File: src/design/ffbta_pkg.sv
`default_nettype none
// ----------------------------------------------------------------------------
// ffbta_pkg
// Shared constants, command and status types of the boundary tag allocator.
// ----------------------------------------------------------------------------
package ffbta_pkg;

  localparam int MEM_BYTES_DEF    = 1024;
  localparam int HEADER_BYTES_DEF = 8;

  localparam int POOL_W  = 11;
  localparam int REQ_W   = 11;
  localparam int ADDR_W  = 10;
  localparam int BLK_W   = 8;
  localparam int BYTES_W = 11;
  localparam int PADDR_W = 3;

  localparam int POOL_MIN   = 64;
  localparam int POOL_RESET = 1024;

  localparam logic OP_ALLOC = 1'b0;
  localparam logic OP_FREE  = 1'b1;

  localparam logic REG_POOL_SIZE = 1'b0;

  localparam logic [1:0] RD_NONE = 2'd0;
  localparam logic [1:0] RD_OFF  = 2'd1;
  localparam logic [1:0] RD_P    = 2'd2;
  localparam logic [1:0] RD_END  = 2'd3;

  localparam logic [3:0] WR_NONE       = 4'd0;
  localparam logic [3:0] WR_INIT       = 4'd1;
  localparam logic [3:0] WR_SPLIT_NEW  = 4'd2;
  localparam logic [3:0] WR_END_PREV_N = 4'd3;
  localparam logic [3:0] WR_CUR_ALLOC  = 4'd4;
  localparam logic [3:0] WR_TAKE       = 4'd5;
  localparam logic [3:0] WR_CUR_FREE   = 4'd6;
  localparam logic [3:0] WR_NN_PREV_P  = 4'd7;
  localparam logic [3:0] WR_NN_PREV_C  = 4'd8;
  localparam logic [3:0] WR_END_PREV_P = 4'd9;
  localparam logic [3:0] WR_P_SIZE3    = 4'd10;
  localparam logic [3:0] WR_P_SIZE2    = 4'd11;
  localparam logic [3:0] WR_C_SIZE2    = 4'd12;

  localparam logic [1:0] RES_NONE     = 2'd0;
  localparam logic [1:0] RES_FAIL     = 2'd1;
  localparam logic [1:0] RES_ALLOC_OK = 2'd2;
  localparam logic [1:0] RES_FREE_OK  = 2'd3;

  typedef struct packed {
    logic       start;
    logic       walk_init;
    logic       step;
    logic       acc;
    logic       hit_save;
    logic       clr_pe;
    logic       save_p;
    logic       save_e;
    logic [1:0] rd;
    logic [3:0] wr;
    logic [1:0] res;
    logic       load_out;
  } dp_cmd_t;

  typedef struct packed {
    logic op;
    logic off_end;
    logic addr_low;
    logic fit;
    logic split;
    logic ent_free;
    logic is_c;
    logic past_c;
    logic has_prev;
    logic a_end_lt;
    logic f_end_lt;
    logic nn_lt;
    logic pf;
    logic ef;
  } dp_sts_t;

endpackage
`default_nettype wire

File: src/design/ffbta_ctrl.sv
`default_nettype none
// ----------------------------------------------------------------------------
// ffbta_ctrl
// Sequencer for chain walk, split, coalescing, usage walk and result beat.
// ----------------------------------------------------------------------------
module ffbta_ctrl (
  input  wire                 clk,
  input  wire                 rst_n,
  input  wire                 in_valid,
  output logic                in_ready,
  output logic                out_valid,
  input  wire                 out_ready,
  input  ffbta_pkg::dp_sts_t  sts,
  output ffbta_pkg::dp_cmd_t  cmd
);

  localparam logic [4:0] ST_INIT = 5'd0;
  localparam logic [4:0] ST_IDLE = 5'd1;
  localparam logic [4:0] ST_WRD  = 5'd2;
  localparam logic [4:0] ST_WCHK = 5'd3;
  localparam logic [4:0] ST_SPL1 = 5'd4;
  localparam logic [4:0] ST_SPL2 = 5'd5;
  localparam logic [4:0] ST_SPL3 = 5'd6;
  localparam logic [4:0] ST_FP   = 5'd7;
  localparam logic [4:0] ST_FPS  = 5'd8;
  localparam logic [4:0] ST_FE   = 5'd9;
  localparam logic [4:0] ST_FES  = 5'd10;
  localparam logic [4:0] ST_M1   = 5'd11;
  localparam logic [4:0] ST_M2   = 5'd12;
  localparam logic [4:0] ST_SUM0 = 5'd13;
  localparam logic [4:0] ST_SRD  = 5'd14;
  localparam logic [4:0] ST_SCHK = 5'd15;
  localparam logic [4:0] ST_DONE = 5'd16;

  logic [4:0] state_r, state_nxt;
  logic       ov_r, ov_nxt;

  assign in_ready  = state_r == ST_IDLE;
  assign out_valid = ov_r;

  always_comb begin
    state_nxt = state_r;
    cmd       = '0;
    case (state_r)
      ST_INIT: begin
        cmd.wr    = ffbta_pkg::WR_INIT;
        state_nxt = ST_IDLE;
      end
      ST_IDLE: begin
        if (in_valid) begin
          cmd.start     = 1'b1;
          cmd.walk_init = 1'b1;
          state_nxt     = ST_WRD;
        end
      end
      ST_WRD: begin
        if (sts.off_end || (sts.op == ffbta_pkg::OP_FREE && sts.addr_low)) begin
          cmd.res   = ffbta_pkg::RES_FAIL;
          state_nxt = ST_SUM0;
        end else begin
          cmd.rd    = ffbta_pkg::RD_OFF;
          state_nxt = ST_WCHK;
        end
      end
      ST_WCHK: begin
        if (sts.op == ffbta_pkg::OP_ALLOC) begin
          if (sts.fit) begin
            if (sts.split) begin
              state_nxt = ST_SPL1;
            end else begin
              cmd.wr    = ffbta_pkg::WR_TAKE;
              cmd.res   = ffbta_pkg::RES_ALLOC_OK;
              state_nxt = ST_SUM0;
            end
          end else begin
            cmd.step  = 1'b1;
            state_nxt = ST_WRD;
          end
        end else if (sts.is_c) begin
          if (sts.ent_free) begin
            cmd.res   = ffbta_pkg::RES_FAIL;
            state_nxt = ST_SUM0;
          end else begin
            cmd.hit_save = 1'b1;
            cmd.clr_pe   = 1'b1;
            cmd.wr       = ffbta_pkg::WR_CUR_FREE;
            state_nxt    = ST_FP;
          end
        end else if (sts.past_c) begin
          cmd.res   = ffbta_pkg::RES_FAIL;
          state_nxt = ST_SUM0;
        end else begin
          cmd.step  = 1'b1;
          state_nxt = ST_WRD;
        end
      end
      ST_SPL1: begin
        cmd.wr    = ffbta_pkg::WR_SPLIT_NEW;
        state_nxt = ST_SPL2;
      end
      ST_SPL2: begin
        if (sts.a_end_lt) cmd.wr = ffbta_pkg::WR_END_PREV_N;
        state_nxt = ST_SPL3;
      end
      ST_SPL3: begin
        cmd.wr    = ffbta_pkg::WR_CUR_ALLOC;
        cmd.res   = ffbta_pkg::RES_ALLOC_OK;
        state_nxt = ST_SUM0;
      end
      ST_FP: begin
        if (sts.has_prev) begin
          cmd.rd    = ffbta_pkg::RD_P;
          state_nxt = ST_FPS;
        end else begin
          state_nxt = ST_FE;
        end
      end
      ST_FPS: begin
        cmd.save_p = 1'b1;
        state_nxt  = ST_FE;
      end
      ST_FE: begin
        if (sts.f_end_lt) begin
          cmd.rd    = ffbta_pkg::RD_END;
          state_nxt = ST_FES;
        end else begin
          state_nxt = ST_M1;
        end
      end
      ST_FES: begin
        cmd.save_e = 1'b1;
        state_nxt  = ST_M1;
      end
      ST_M1: begin
        if (sts.pf && sts.ef) begin
          if (sts.nn_lt) cmd.wr = ffbta_pkg::WR_NN_PREV_P;
        end else if (sts.pf) begin
          if (sts.f_end_lt) cmd.wr = ffbta_pkg::WR_END_PREV_P;
        end else if (sts.ef) begin
          if (sts.nn_lt) cmd.wr = ffbta_pkg::WR_NN_PREV_C;
        end
        state_nxt = ST_M2;
      end
      ST_M2: begin
        if (sts.pf && sts.ef) cmd.wr = ffbta_pkg::WR_P_SIZE3;
        else if (sts.pf)      cmd.wr = ffbta_pkg::WR_P_SIZE2;
        else if (sts.ef)      cmd.wr = ffbta_pkg::WR_C_SIZE2;
        cmd.res   = ffbta_pkg::RES_FREE_OK;
        state_nxt = ST_SUM0;
      end
      ST_SUM0: begin
        cmd.walk_init = 1'b1;
        state_nxt     = ST_SRD;
      end
      ST_SRD: begin
        if (sts.off_end) begin
          state_nxt = ST_DONE;
        end else begin
          cmd.rd    = ffbta_pkg::RD_OFF;
          state_nxt = ST_SCHK;
        end
      end
      ST_SCHK: begin
        cmd.acc   = 1'b1;
        cmd.step  = 1'b1;
        state_nxt = ST_SRD;
      end
      ST_DONE: begin
        if (!ov_r || out_ready) begin
          cmd.load_out = 1'b1;
          state_nxt    = ST_IDLE;
        end
      end
      default: begin
        state_nxt = ST_IDLE;
      end
    endcase
  end

  always_comb begin
    ov_nxt = ov_r;
    if (cmd.load_out)          ov_nxt = 1'b1;
    else if (ov_r && out_ready) ov_nxt = 1'b0;
  end

  always_ff @(posedge clk) begin
    if (!rst_n) begin
      state_r <= ST_INIT;
      ov_r    <= 1'b0;
    end else begin
      state_r <= state_nxt;
      ov_r    <= ov_nxt;
    end
  end

endmodule
`default_nettype wire

File: config.mk
export PLATFORM = sky130hd
export DESIGN_NAME = ffbta_ctrl
export DESIGN_NICKNAME = d
export VERILOG_FILES = /design/src/design/ffbta_pkg.sv /design/src/design/ffbta_ctrl.sv
export SDC_FILE = /design/constraint.sdc
export NUM_CORES = 1
export LEC_CHECK = 0
export ABC_CLOCK_PERIOD_IN_PS = 1250
export BUFFER_PORTS_ARGS = -buffer_cell sky130_fd_sc_hd__buf_4
export CAP_MARGIN = 30
export CORE_MARGIN = 2
export CORE_UTILIZATION = 30
export CTS_CLUSTER_DIAMETER = 120
export DETAILED_ROUTE_END_ITERATION = 16
export PLACE_DENSITY = 0.53
export REMOVE_ABC_BUFFERS = 1
export SKIP_LAST_GASP = 1
export SYNTH_ARGS = -nofsm -noshare
export SYNTH_HDL_FRONTEND = slang
export SYNTH_SLANG_ARGS = --single-unit
File: constraint.sdc
create_clock -name clk -period 1.25 [get_ports clk]
set_input_delay 0.0625 -clock clk [delete_from_list [all_inputs] [get_ports clk]]
set_output_delay 0.0625 -clock clk [all_outputs]
set_load 0.01 [all_outputs]
==> impl_summary.log, run 1 <==
[metrics] flip-flop and latch count after synthesis: 6
[metrics] average wire per cell in the routed design: 15.7 um
[metrics] post-synth cell types: 52
[metrics] leading area contributor after synthesis: sky130_fd_sc_hd__dfxtp_1
[metrics] number of design rule violations left after detail routing: 0
[metrics] Layout Skew: 0.00853 ns
[metrics] Post-DP Area: about 1400 sq um
[metrics] proportion of netlist area held by the largest area contributor: 0.135
[metrics] Final Core Density: 0.677
[metrics] share of the cycle needed by the critical path after routing: 1.44
[metrics] number of antenna violations at the first check in global routing: 0
[metrics] Max FO, Critical Path: 6
[metrics] violations in the final reports: setup timing
[metrics] Sequential Power Share: 0.177
[metrics] setup TNS: -8.11 ns
[metrics] Final ANT Viol Nets: 0
[metrics] Setup crit start: state_r[1]$_SDFFE_PN0P_
[metrics] Antenna diodes: 0
[metrics] number of global-route vias before repair: 1,247
[metrics] critical path's largest stage delay: 0.42 ns
[metrics] y dimension of the die: about 59 um
[metrics] Area Overhead vs Synth: 111%
[metrics] sum of internal, switching and leakage power: 1.35 mW
[metrics] clock latency reported for the late side of the worst-skew pair: 0.27 ns
[metrics] GRT Residual Overflow: 0
[metrics] Critical Setup Path Class: reg2out
[metrics] via/cell ratio: 5.38
[metrics] net switching power figure: 513 uW
[metrics] Buf+Inv Stages, Crit Path: 1
[metrics] H-tree levels: 1
[metrics] clock tree root buffer cell: sky130_fd_sc_hd__clkbuf_4
[metrics] maximum number of buffers from clock root to sink: 2
[metrics] hold slack final: 0.0753 ns
[metrics] clock-pin transition on the worst setup and hold timing paths: 0.05 ns
[metrics] data required time of the critical path: 1.19 ns
[metrics] total leakage power: 0.834 nW
[metrics] reg-to-reg critical path startpoint: state_r[2]$_SDFFE_PN0P_
[metrics] sequential element share of the synthesized area: 0.135
[metrics] worst hold path type: in2reg
[metrics] iteration count of the initial detailed-routing pass: 4
[metrics] share of synthesized flip-flops with an asynchronous set or reset: 0
[metrics] RSZ-0062 raised after global routing: yes
[metrics] syn avg cell area: 7.19 sq um
[metrics] worst-path cell chain: or2_1, or3_4, mux2i_2, a211o_1, buf_6
[metrics] most common flop cell mapped by yosys: sky130_fd_sc_hd__dfxtp_1
[metrics] number of enable flip-flop cells after synthesis: 0
[metrics] Total Routing Usage GR: 0.211
[metrics] Total Wirelength: 3.75 mm
[metrics] total number of placement rows: 19
[metrics] clock share of power: 0.147
[metrics] width of the die: 58.5 um
[metrics] CP Launch Type: flip-flop
[metrics] part of the total power dissipated in combinational logic: 0.676
[metrics] DR vias: 1,281
[metrics] origin of the worst min-delay path: rst_n
[metrics] Max VDD drop: 569 uV
[metrics] Crit path arrival time: around 1.7 ns
[metrics] final period demand of the worst path: 1.80 ns
[metrics] die area: ~3400 sq um
[metrics] largest delay contributor family on the critical path: simple AND/OR/NAND/NOR gates
[metrics] HPWL after DPL: 2.52 mm
[metrics] Peak Freq: 556 MHz
[metrics] count of port buffers added during placement: 36
[metrics] CTS tree: done
[metrics] post-layout instance count excluding filler cells: 238
[metrics] Syn Std Cell Area: 892 sq um
[metrics] Final Hold Vio Count: 0
[metrics] relative slew slack: 0.736
[metrics] layout cell share with drive strength beyond 1: 0.638
[metrics] largest net degree at the start of global routing: 12
[metrics] total of warnings raised by yosys: 0
[metrics] Post-CTS Hold Buffers: 0
[metrics] Max-Cap Viols: 0
[metrics] final non-filler cell area: 1880 sq um
[metrics] Post-Syn Instances: 124
[metrics] result of the run: finished, violations left
[metrics] number of pins with negative max-slew slack in the final report: 0
[metrics] First DRT Iteration DRCs: 50
[metrics] worst-margin pin slew: 0.396 ns
[metrics] number of placed instances with taps included: 211
[metrics] Switching Share: 0.380
[metrics] Crit-path slowest cell: sky130_fd_sc_hd__or3_4
[metrics] critical path capture point type: output pin
[metrics] wire length of the first global-routing pass: 5.51 mm
[metrics] Final Worst Setup Slack: -0.549 ns
[metrics] effective utilization at floorplan: 0.321
[metrics] worst setup timing slack at the placement stage: -0.308 ns
[metrics] power per cell area: 717 nW/um^2
[metrics] CTS buffer count: 3
[metrics] main area contributors after synthesis: sky130_fd_sc_hd__dfxtp_1 (13%), sky130_fd_sc_hd__nand2_1 (5.5%), sky130_fd_sc_hd__nor2_1 (4.6%), sky130_fd_sc_hd__nor2b_1 (4.2%), sky130_fd_sc_hd__a21oi_1 (3.9%)
[metrics] Placer Congestion: 0.963
[metrics] area of the core region: 2780 sq um
[metrics] Pint: 836 uW
[metrics] net count of the finished layout: 227
[metrics] final setup vio count: 24
[metrics] clk sinks: 6
[metrics] Ports: 37
[cells in the mapped netlist, types with 2 or more instances]
| cell | count |
|---|---|
| sky130_fd_sc_hd__buf_6 | 2 |
| sky130_fd_sc_hd__buf_4 | 3 |
| sky130_fd_sc_hd__and2_1 | 2 |
| sky130_fd_sc_hd__o31ai_1 | 2 |
| sky130_fd_sc_hd__o21ai_0 | 4 |
| sky130_fd_sc_hd__o21ai_1 | 3 |
| sky130_fd_sc_hd__o22ai_1 | 2 |
| sky130_fd_sc_hd__or2_4 | 2 |
| sky130_fd_sc_hd__a22o_1 | 2 |
| sky130_fd_sc_hd__nand2b_1 | 5 |
| sky130_fd_sc_hd__nor2b_1 | 6 |
| sky130_fd_sc_hd__and2_2 | 2 |
| sky130_fd_sc_hd__nor3b_2 | 2 |
| sky130_fd_sc_hd__buf_2 | 4 |
| sky130_fd_sc_hd__nand3b_1 | 2 |
| sky130_fd_sc_hd__dfxtp_1 | 6 |
| sky130_fd_sc_hd__a21oi_1 | 7 |
| sky130_fd_sc_hd__nand4_1 | 2 |
| sky130_fd_sc_hd__nor2_1 | 11 |
| sky130_fd_sc_hd__a31oi_1 | 4 |
| sky130_fd_sc_hd__nor3b_1 | 3 |
| sky130_fd_sc_hd__a21boi_0 | 2 |
| sky130_fd_sc_hd__nand2_1 | 13 |
| sky130_fd_sc_hd__o211ai_1 | 2 |
| sky130_fd_sc_hd__nand3_1 | 4 |
[power groups by stage]
stage,logic [mW],registers [mW],clock network (mW)
final,0.911,0.239,0.198
after detailed placement,0.584,0.251,0
after CTS,0.732,0.239,0.186
after global routing,0.972,0.241,0.209
after global placement,0.586,0.250,0
after floorplan,0.252,0.264,0
[path summary, 6_finish.rpt]
kind / end / slack [ns] / cells after the start
worst min-delay path: state_r[1]$_SDFFE_PN0P_ / 0.08 / 3
worst max-delay path: cmd[5] / -0.55 / 5
worst max register to register: state_r[2]$_SDFFE_PN0P_ / -0.37 / 8
worst min register to register: state_r[4]$_SDFFE_PN0P_ / 0.70 / 3
[state kept, by name, summed over array words and instances (netlist names)]
name,cells
out_valid,1
state_r,5
[cells in the final DEF, fill, tap and decap left out, drive strengths merged, types with 2 or more instances in the layout]
cell type  Yosys  routed
a21oi          7       7
nand4          2       2
a22o           2       2
o21ai          7       7
nor2b          6       6
nor4b          2       2
a31oi          4       4
or2            3       3
nand2         13      13
o31ai          2       2
or3            2       2
nor3           2       2
a21boi         2       2
clkbuf         1       3
nor3b          5       5
buf            9      90
o22ai          2       2
dfxtp          6       6
and2           4       4
nand3b         3       3
nor2          11      11
nand3          4       4
o211ai         2       2
inv            2       2
nand2b         5       5
[logic make-up (layout without fill, tap and decap cells)]
| family | Yosys count | in the layout | synth area share |
|---|---|---|---|
| XOR/XNOR | 1 | 1 | 0.00982 |
| flip-flops | 6 | 6 | 0.135 |
| AO/OA/AOI/OAI | 40 | 40 | 0.311 |
| AND/OR/NAND/NOR | 63 | 63 | 0.435 |
| multiplexers | 2 | 2 | 0.0238 |
| buffers and inverters | 12 | 95 | 0.0855 |
[layout make-up]
cell class | count | area, sq um
inverters | 2 | 7.51
well taps | 31 | 38.8
clock buffers | 3 | 22.5
fillers | 219 | 900
multi-input cells | 106 | 886
repair buffers | 90 | 788
flip-flops and latches | 6 | 139
[metal layers]
metal,up-vias,track usage,share of wire
met5,-,0,0
met4,0,0.120,0.020
met3,12,0.0484,0.058
met2,38,0.334,0.50
met1,602,0.263,0.42
li1,629,-,-
[repair_timing]
item                                    CTS  global route
buffers inserted                         13            12
pin swaps                                16            18
gates resized for setup                  37            34
endpoints found under the setup margin   24            24
hold endpoints to repair                  0             0
[tightest hold or removal path, stage by stage]
cell                      delay (ns)
sky130_fd_sc_hd__buf_4          0.14
sky130_fd_sc_hd__nand2_1        0.06
sky130_fd_sc_hd__a31oi_1        0.04
Power figures use the tool's default switching activity.
==> run 2, diff against run 1 <==
--- a/config.mk
+++ b/config.mk
@@ -5,14 +5,15 @@
 export SDC_FILE = /design/constraint.sdc
 export NUM_CORES = 1
 export LEC_CHECK = 0
-export ABC_CLOCK_PERIOD_IN_PS = 1250
+export ABC_AREA = 1
+export ABC_CLOCK_PERIOD_IN_PS = 2100
 export BUFFER_PORTS_ARGS = -buffer_cell sky130_fd_sc_hd__buf_4
 export CAP_MARGIN = 30
 export CORE_MARGIN = 2
-export CORE_UTILIZATION = 30
+export CORE_UTILIZATION = 25
 export CTS_CLUSTER_DIAMETER = 120
 export DETAILED_ROUTE_END_ITERATION = 16
-export PLACE_DENSITY = 0.53
+export PLACE_DENSITY = 0.45
 export REMOVE_ABC_BUFFERS = 1
 export SKIP_LAST_GASP = 1
 export SYNTH_ARGS = -nofsm -noshare
==> constraint.sdc (replaced) <==
create_clock -name clk -period 2.1 [get_ports clk]
set_input_delay 0.105 -clock clk [delete_from_list [all_inputs] [get_ports clk]]
set_output_delay 0.105 -clock clk [all_outputs]
set_load 0.01 [all_outputs]
==> impl_summary.log, run 2 <==
[metrics] share of synthesized flip-flops with an asynchronous set or reset: 0 (unchanged)
[metrics] worst hold path type: in2reg
[metrics] post-CTS setup-driven buffer insertion count: 0 (-13)
[metrics] number of antenna violations at the first check in global routing: 0 (unchanged)
[metrics] syn avg cell area: 5.14 sq um (-29%)
[metrics] CTS tree: done
[metrics] width of the die: 61.5 um (+5.1%)
[metrics] Final ANT Viol Nets: 0 (unchanged)
[metrics] Reg with most FFs: state_r
[metrics] die area: 3780 sq um (+10%)
[metrics] HPWL after DPL: 2.23 mm (-12%)
[metrics] flip-flop and latch count after synthesis: 6 (unchanged)
[metrics] largest net degree at the start of global routing: 11 (-1)
[metrics] number of gates given a new drive strength after cts: 0 (-100%)
[metrics] via/cell ratio: 4.50 (-16%)
[metrics] average wire per cell in the routed design: 10.7 um (-32%)
[metrics] Crit. path cell count: 7 (+2)
[metrics] hold depth: 3 (unchanged)
[metrics] Max-Cap Viols: 0 (unchanged)
[metrics] clock latency reported for the late side of the worst-skew pair: 0.24 ns (-0.03 ns)
[metrics] Setup crit start: state_r[3]$_SDFFE_PN0P_
[metrics] most common cell type on the critical path: sky130_fd_sc_hd__nand2_1
[metrics] area of the core region: 3100 sq um (+12%)
[metrics] CTS buffer count: 3 (unchanged)
[metrics] iteration count of the initial detailed-routing pass: 4 (unchanged)
[metrics] RSZ-0062 raised after global routing: no
[metrics] sequential element share of the synthesized area: 0.145 (+0.0106)
[metrics] number of pins with negative max-slew slack in the final report: 0 (unchanged)
[metrics] final setup vio count: 0 (-100%)
[metrics] Max VDD drop: 546 uV (-4.0%)
[metrics] leading area contributor after synthesis: sky130_fd_sc_hd__nand2_1
[metrics] net count of the finished layout: 216 (-4.8%)
[metrics] total number of placement rows: 20 (+1)
[metrics] Crit path arrival time: 1.70 ns (-0.04 ns)
[metrics] effective utilization at floorplan: 0.267 (-0.0542)
[metrics] critical path capture point type: output pin
[metrics] Final Hold Vio Count: 0 (unchanged)
[metrics] number of enable flip-flop cells after synthesis: 0 (unchanged)
[metrics] max reg flops: 5 (unchanged)
[metrics] critical path's largest stage delay: 0.50 ns (+0.08 ns)
[metrics] Post-Syn Instances: 161 (+30%)
[metrics] top cells by instance count after synthesis: sky130_fd_sc_hd__nand2_1 (37), sky130_fd_sc_hd__nor2_1 (34), sky130_fd_sc_hd__inv_1 (28)
[metrics] worst reg-to-reg path cell count: 9 (+1)
[metrics] Ports: 37 (unchanged)
[metrics] total leakage power: 0.660 nW (-21%)
[metrics] Post-DP Area: 1130 sq um (-18%)
[metrics] DR vias: 1,081 (-16%)
[metrics] First DRT Iteration DRCs: 53 (+6.0%)
[metrics] wire length of the first global-routing pass: 4.32 mm (-22%)
[metrics] power per cell area: 975 nW/um^2 (+36%)
[metrics] Final Core Density: 0.371 (-0.306)
[metrics] maximum number of buffers from clock root to sink: 2 (unchanged)
[metrics] post-layout instance count excluding filler cells: 240 (+0.84%)
[metrics] number of global-route vias before repair: 1,023 (-18%)
[metrics] H-tree levels: 1 (unchanged)
[metrics] Placer Congestion: 0.782 (-19%)
[metrics] y dimension of the die: 61.5 um (+5.1%)
[metrics] worst-path cell chain: nand2_1, nor2_4, nand2_1, nor2_1, a21oi_1, o211ai_1, buf_4
[metrics] GRT Residual Overflow: 0 (unchanged)
[metrics] Post-CTS Hold Buffers: 0 (unchanged)
[metrics] clock tree root buffer cell: sky130_fd_sc_hd__clkbuf_4
[metrics] most common flop cell mapped by yosys: sky130_fd_sc_hd__dfxtp_1
[metrics] data required time of the critical path: 2.00 ns (+0.81 ns)
[metrics] Syn Std Cell Area: 827 sq um (-7.3%)
[metrics] Total Wirelength: 2.56 mm (-32%)
[metrics] most frequently used cell type in the post-synthesis netlist: sky130_fd_sc_hd__nand2_1
[metrics] relative slew slack: 0.692 (-0.0443)
[metrics] post-synth cell types: 22 (-58%)
[metrics] Peak Freq: 553 MHz
[metrics] Antenna diodes: 0 (unchanged)
[metrics] total of warnings raised by yosys: 0 (unchanged)
[metrics] Max FO, Critical Path: 10 (+4)
[metrics] share of the cycle needed by the critical path after routing: 0.861
[metrics] layout cell share with drive strength beyond 1: 0.255 (-0.383)
[metrics] main area contributors after synthesis: sky130_fd_sc_hd__nand2_1 (17%), sky130_fd_sc_hd__nor2_1 (15%), sky130_fd_sc_hd__dfxtp_1 (15%), sky130_fd_sc_hd__inv_1 (13%), sky130_fd_sc_hd__nand3_1 (7.9%)
[metrics] proportion of netlist area held by the largest area contributor: 0.168 (+0.0333)
[metrics] Area Overhead vs Synth: 39.0%
[metrics] largest delay contributor family on the critical path: simple AND/OR/NAND/NOR gates
[metrics] number of placed instances with taps included: 237 (+12%)
[metrics] Buf+Inv Stages, Crit Path: 1 (unchanged)
[metrics] number of design rule violations left after detail routing: 0 (unchanged)
[metrics] commonest non-fill, non-tap cell in the layout: sky130_fd_sc_hd__nand2_1
[metrics] CP Launch Type: flip-flop
[metrics] result of the run: completed
[metrics] reg-to-reg critical path startpoint: state_r[3]$_SDFFE_PN0P_
[metrics] Total Routing Usage GR: 0.152 (-0.0590)
[metrics] clock-pin transition on the worst setup and hold timing paths: 0.05 ns (about the same)
[metrics] hold slack final: 0.116 ns (+0.0404 ns)
[metrics] Layout Skew: 0.00473 ns (-0.00380 ns)
[metrics] Critical Setup Path Class: reg2out
[metrics] origin of the worst min-delay path: rst_n
[metrics] final period demand of the worst path: 1.81 ns
[metrics] most frequent cells in the layout: sky130_fd_sc_hd__nand2_1 (37), sky130_fd_sc_hd__buf_4 (36), sky130_fd_sc_hd__nor2_1 (34), sky130_fd_sc_hd__inv_1 (28), sky130_fd_sc_hd__nand3_1 (13)
[metrics] setup TNS: 0 ns (+8.11 ns)
[metrics] final non-filler cell area: 1150 sq um (-39%)
[metrics] clk sinks: 6 (unchanged)
[metrics] Crit-path slowest cell: sky130_fd_sc_hd__dfxtp_1
[metrics] count of port buffers added during placement: 36 (unchanged)
[metrics] worst-margin pin slew: 0.462 ns (+0.0658 ns)
[run 2: cell types whose count changed after synthesis, moves of 4 or more]
| cell | change |
|---|---|
| sky130_fd_sc_hd__inv_1 | +27 |
| sky130_fd_sc_hd__nand2_1 | +24 |
| sky130_fd_sc_hd__nor2_1 | +23 |
| sky130_fd_sc_hd__nand3_1 | +9 |
| sky130_fd_sc_hd__nor2b_1 | -6 |
| sky130_fd_sc_hd__nand2b_1 | -5 |
| sky130_fd_sc_hd__nor2_4 | +4 |
[run 2: report_power, final]
group          leakage, nW  internal (mW)  total (mW)  switching, mW
Clock               0.0138         0.0644       0.103         0.0386
Sequential          0.0490          0.153       0.228         0.0755
Combinational        0.597          0.319       0.790          0.471
Total                0.660          0.536        1.12          0.585
[run 2: logic make-up after synthesis]
group,synth area share
AO/OA/AOI/OAI,0.121
AND/OR/NAND/NOR,0.567
buffers and inverters,0.166
flip-flops,0.145
[run 2: path summary, 6_finish.rpt]
path,end,slack (ns)
max reg2reg,state_r[3]$_SDFFE_PN0P_,0.61
max,cmd[3],0.29
min reg2reg,out_valid$_SDFFE_PN0P_,0.58
min,state_r[0]$_SDFFE_PN0P_,0.12
[run 2: tightest hold or removal path, delay by kind of cell]
family	cells	cell delay [ns]
buf+inv	1	0.08
simple gates	2	0.12
[run 2: final cells by class]
| cell class | instances | area [sq um] |
|---|---|---|
| fill | 379 | 1950 |
| inverter | 30 | 113 |
| clock buffer | 3 | 22.5 |
| multi-input combinational | 121 | 569 |
| timing repair buffer | 36 | 270 |
| tap | 44 | 55.1 |
| sequential | 6 | 120 |
[run 2: per-layer routing]
| metal | global-route usage | up-vias | share of wire |
|---|---|---|---|
| met5 | 0 | - | 0 |
| met4 | 0.0578 | 0 | 0.012 |
| met3 | 0.0126 | 4 | 0.061 |
| met2 | 0.266 | 33 | 0.48 |
| met1 | 0.193 | 471 | 0.45 |
| li1 | - | 573 | - |
[run 2: through the flow]
step	power (mW)	setup WS, ns
3_5_place_dp	1.02	0.537
5_1_grt	1.25	0.0703
6_report	1.12	0.292
4_1_cts	1.13	0.270
3_3_place_gp	1.04	0.562
2_1_floorplan	0.723	0.760
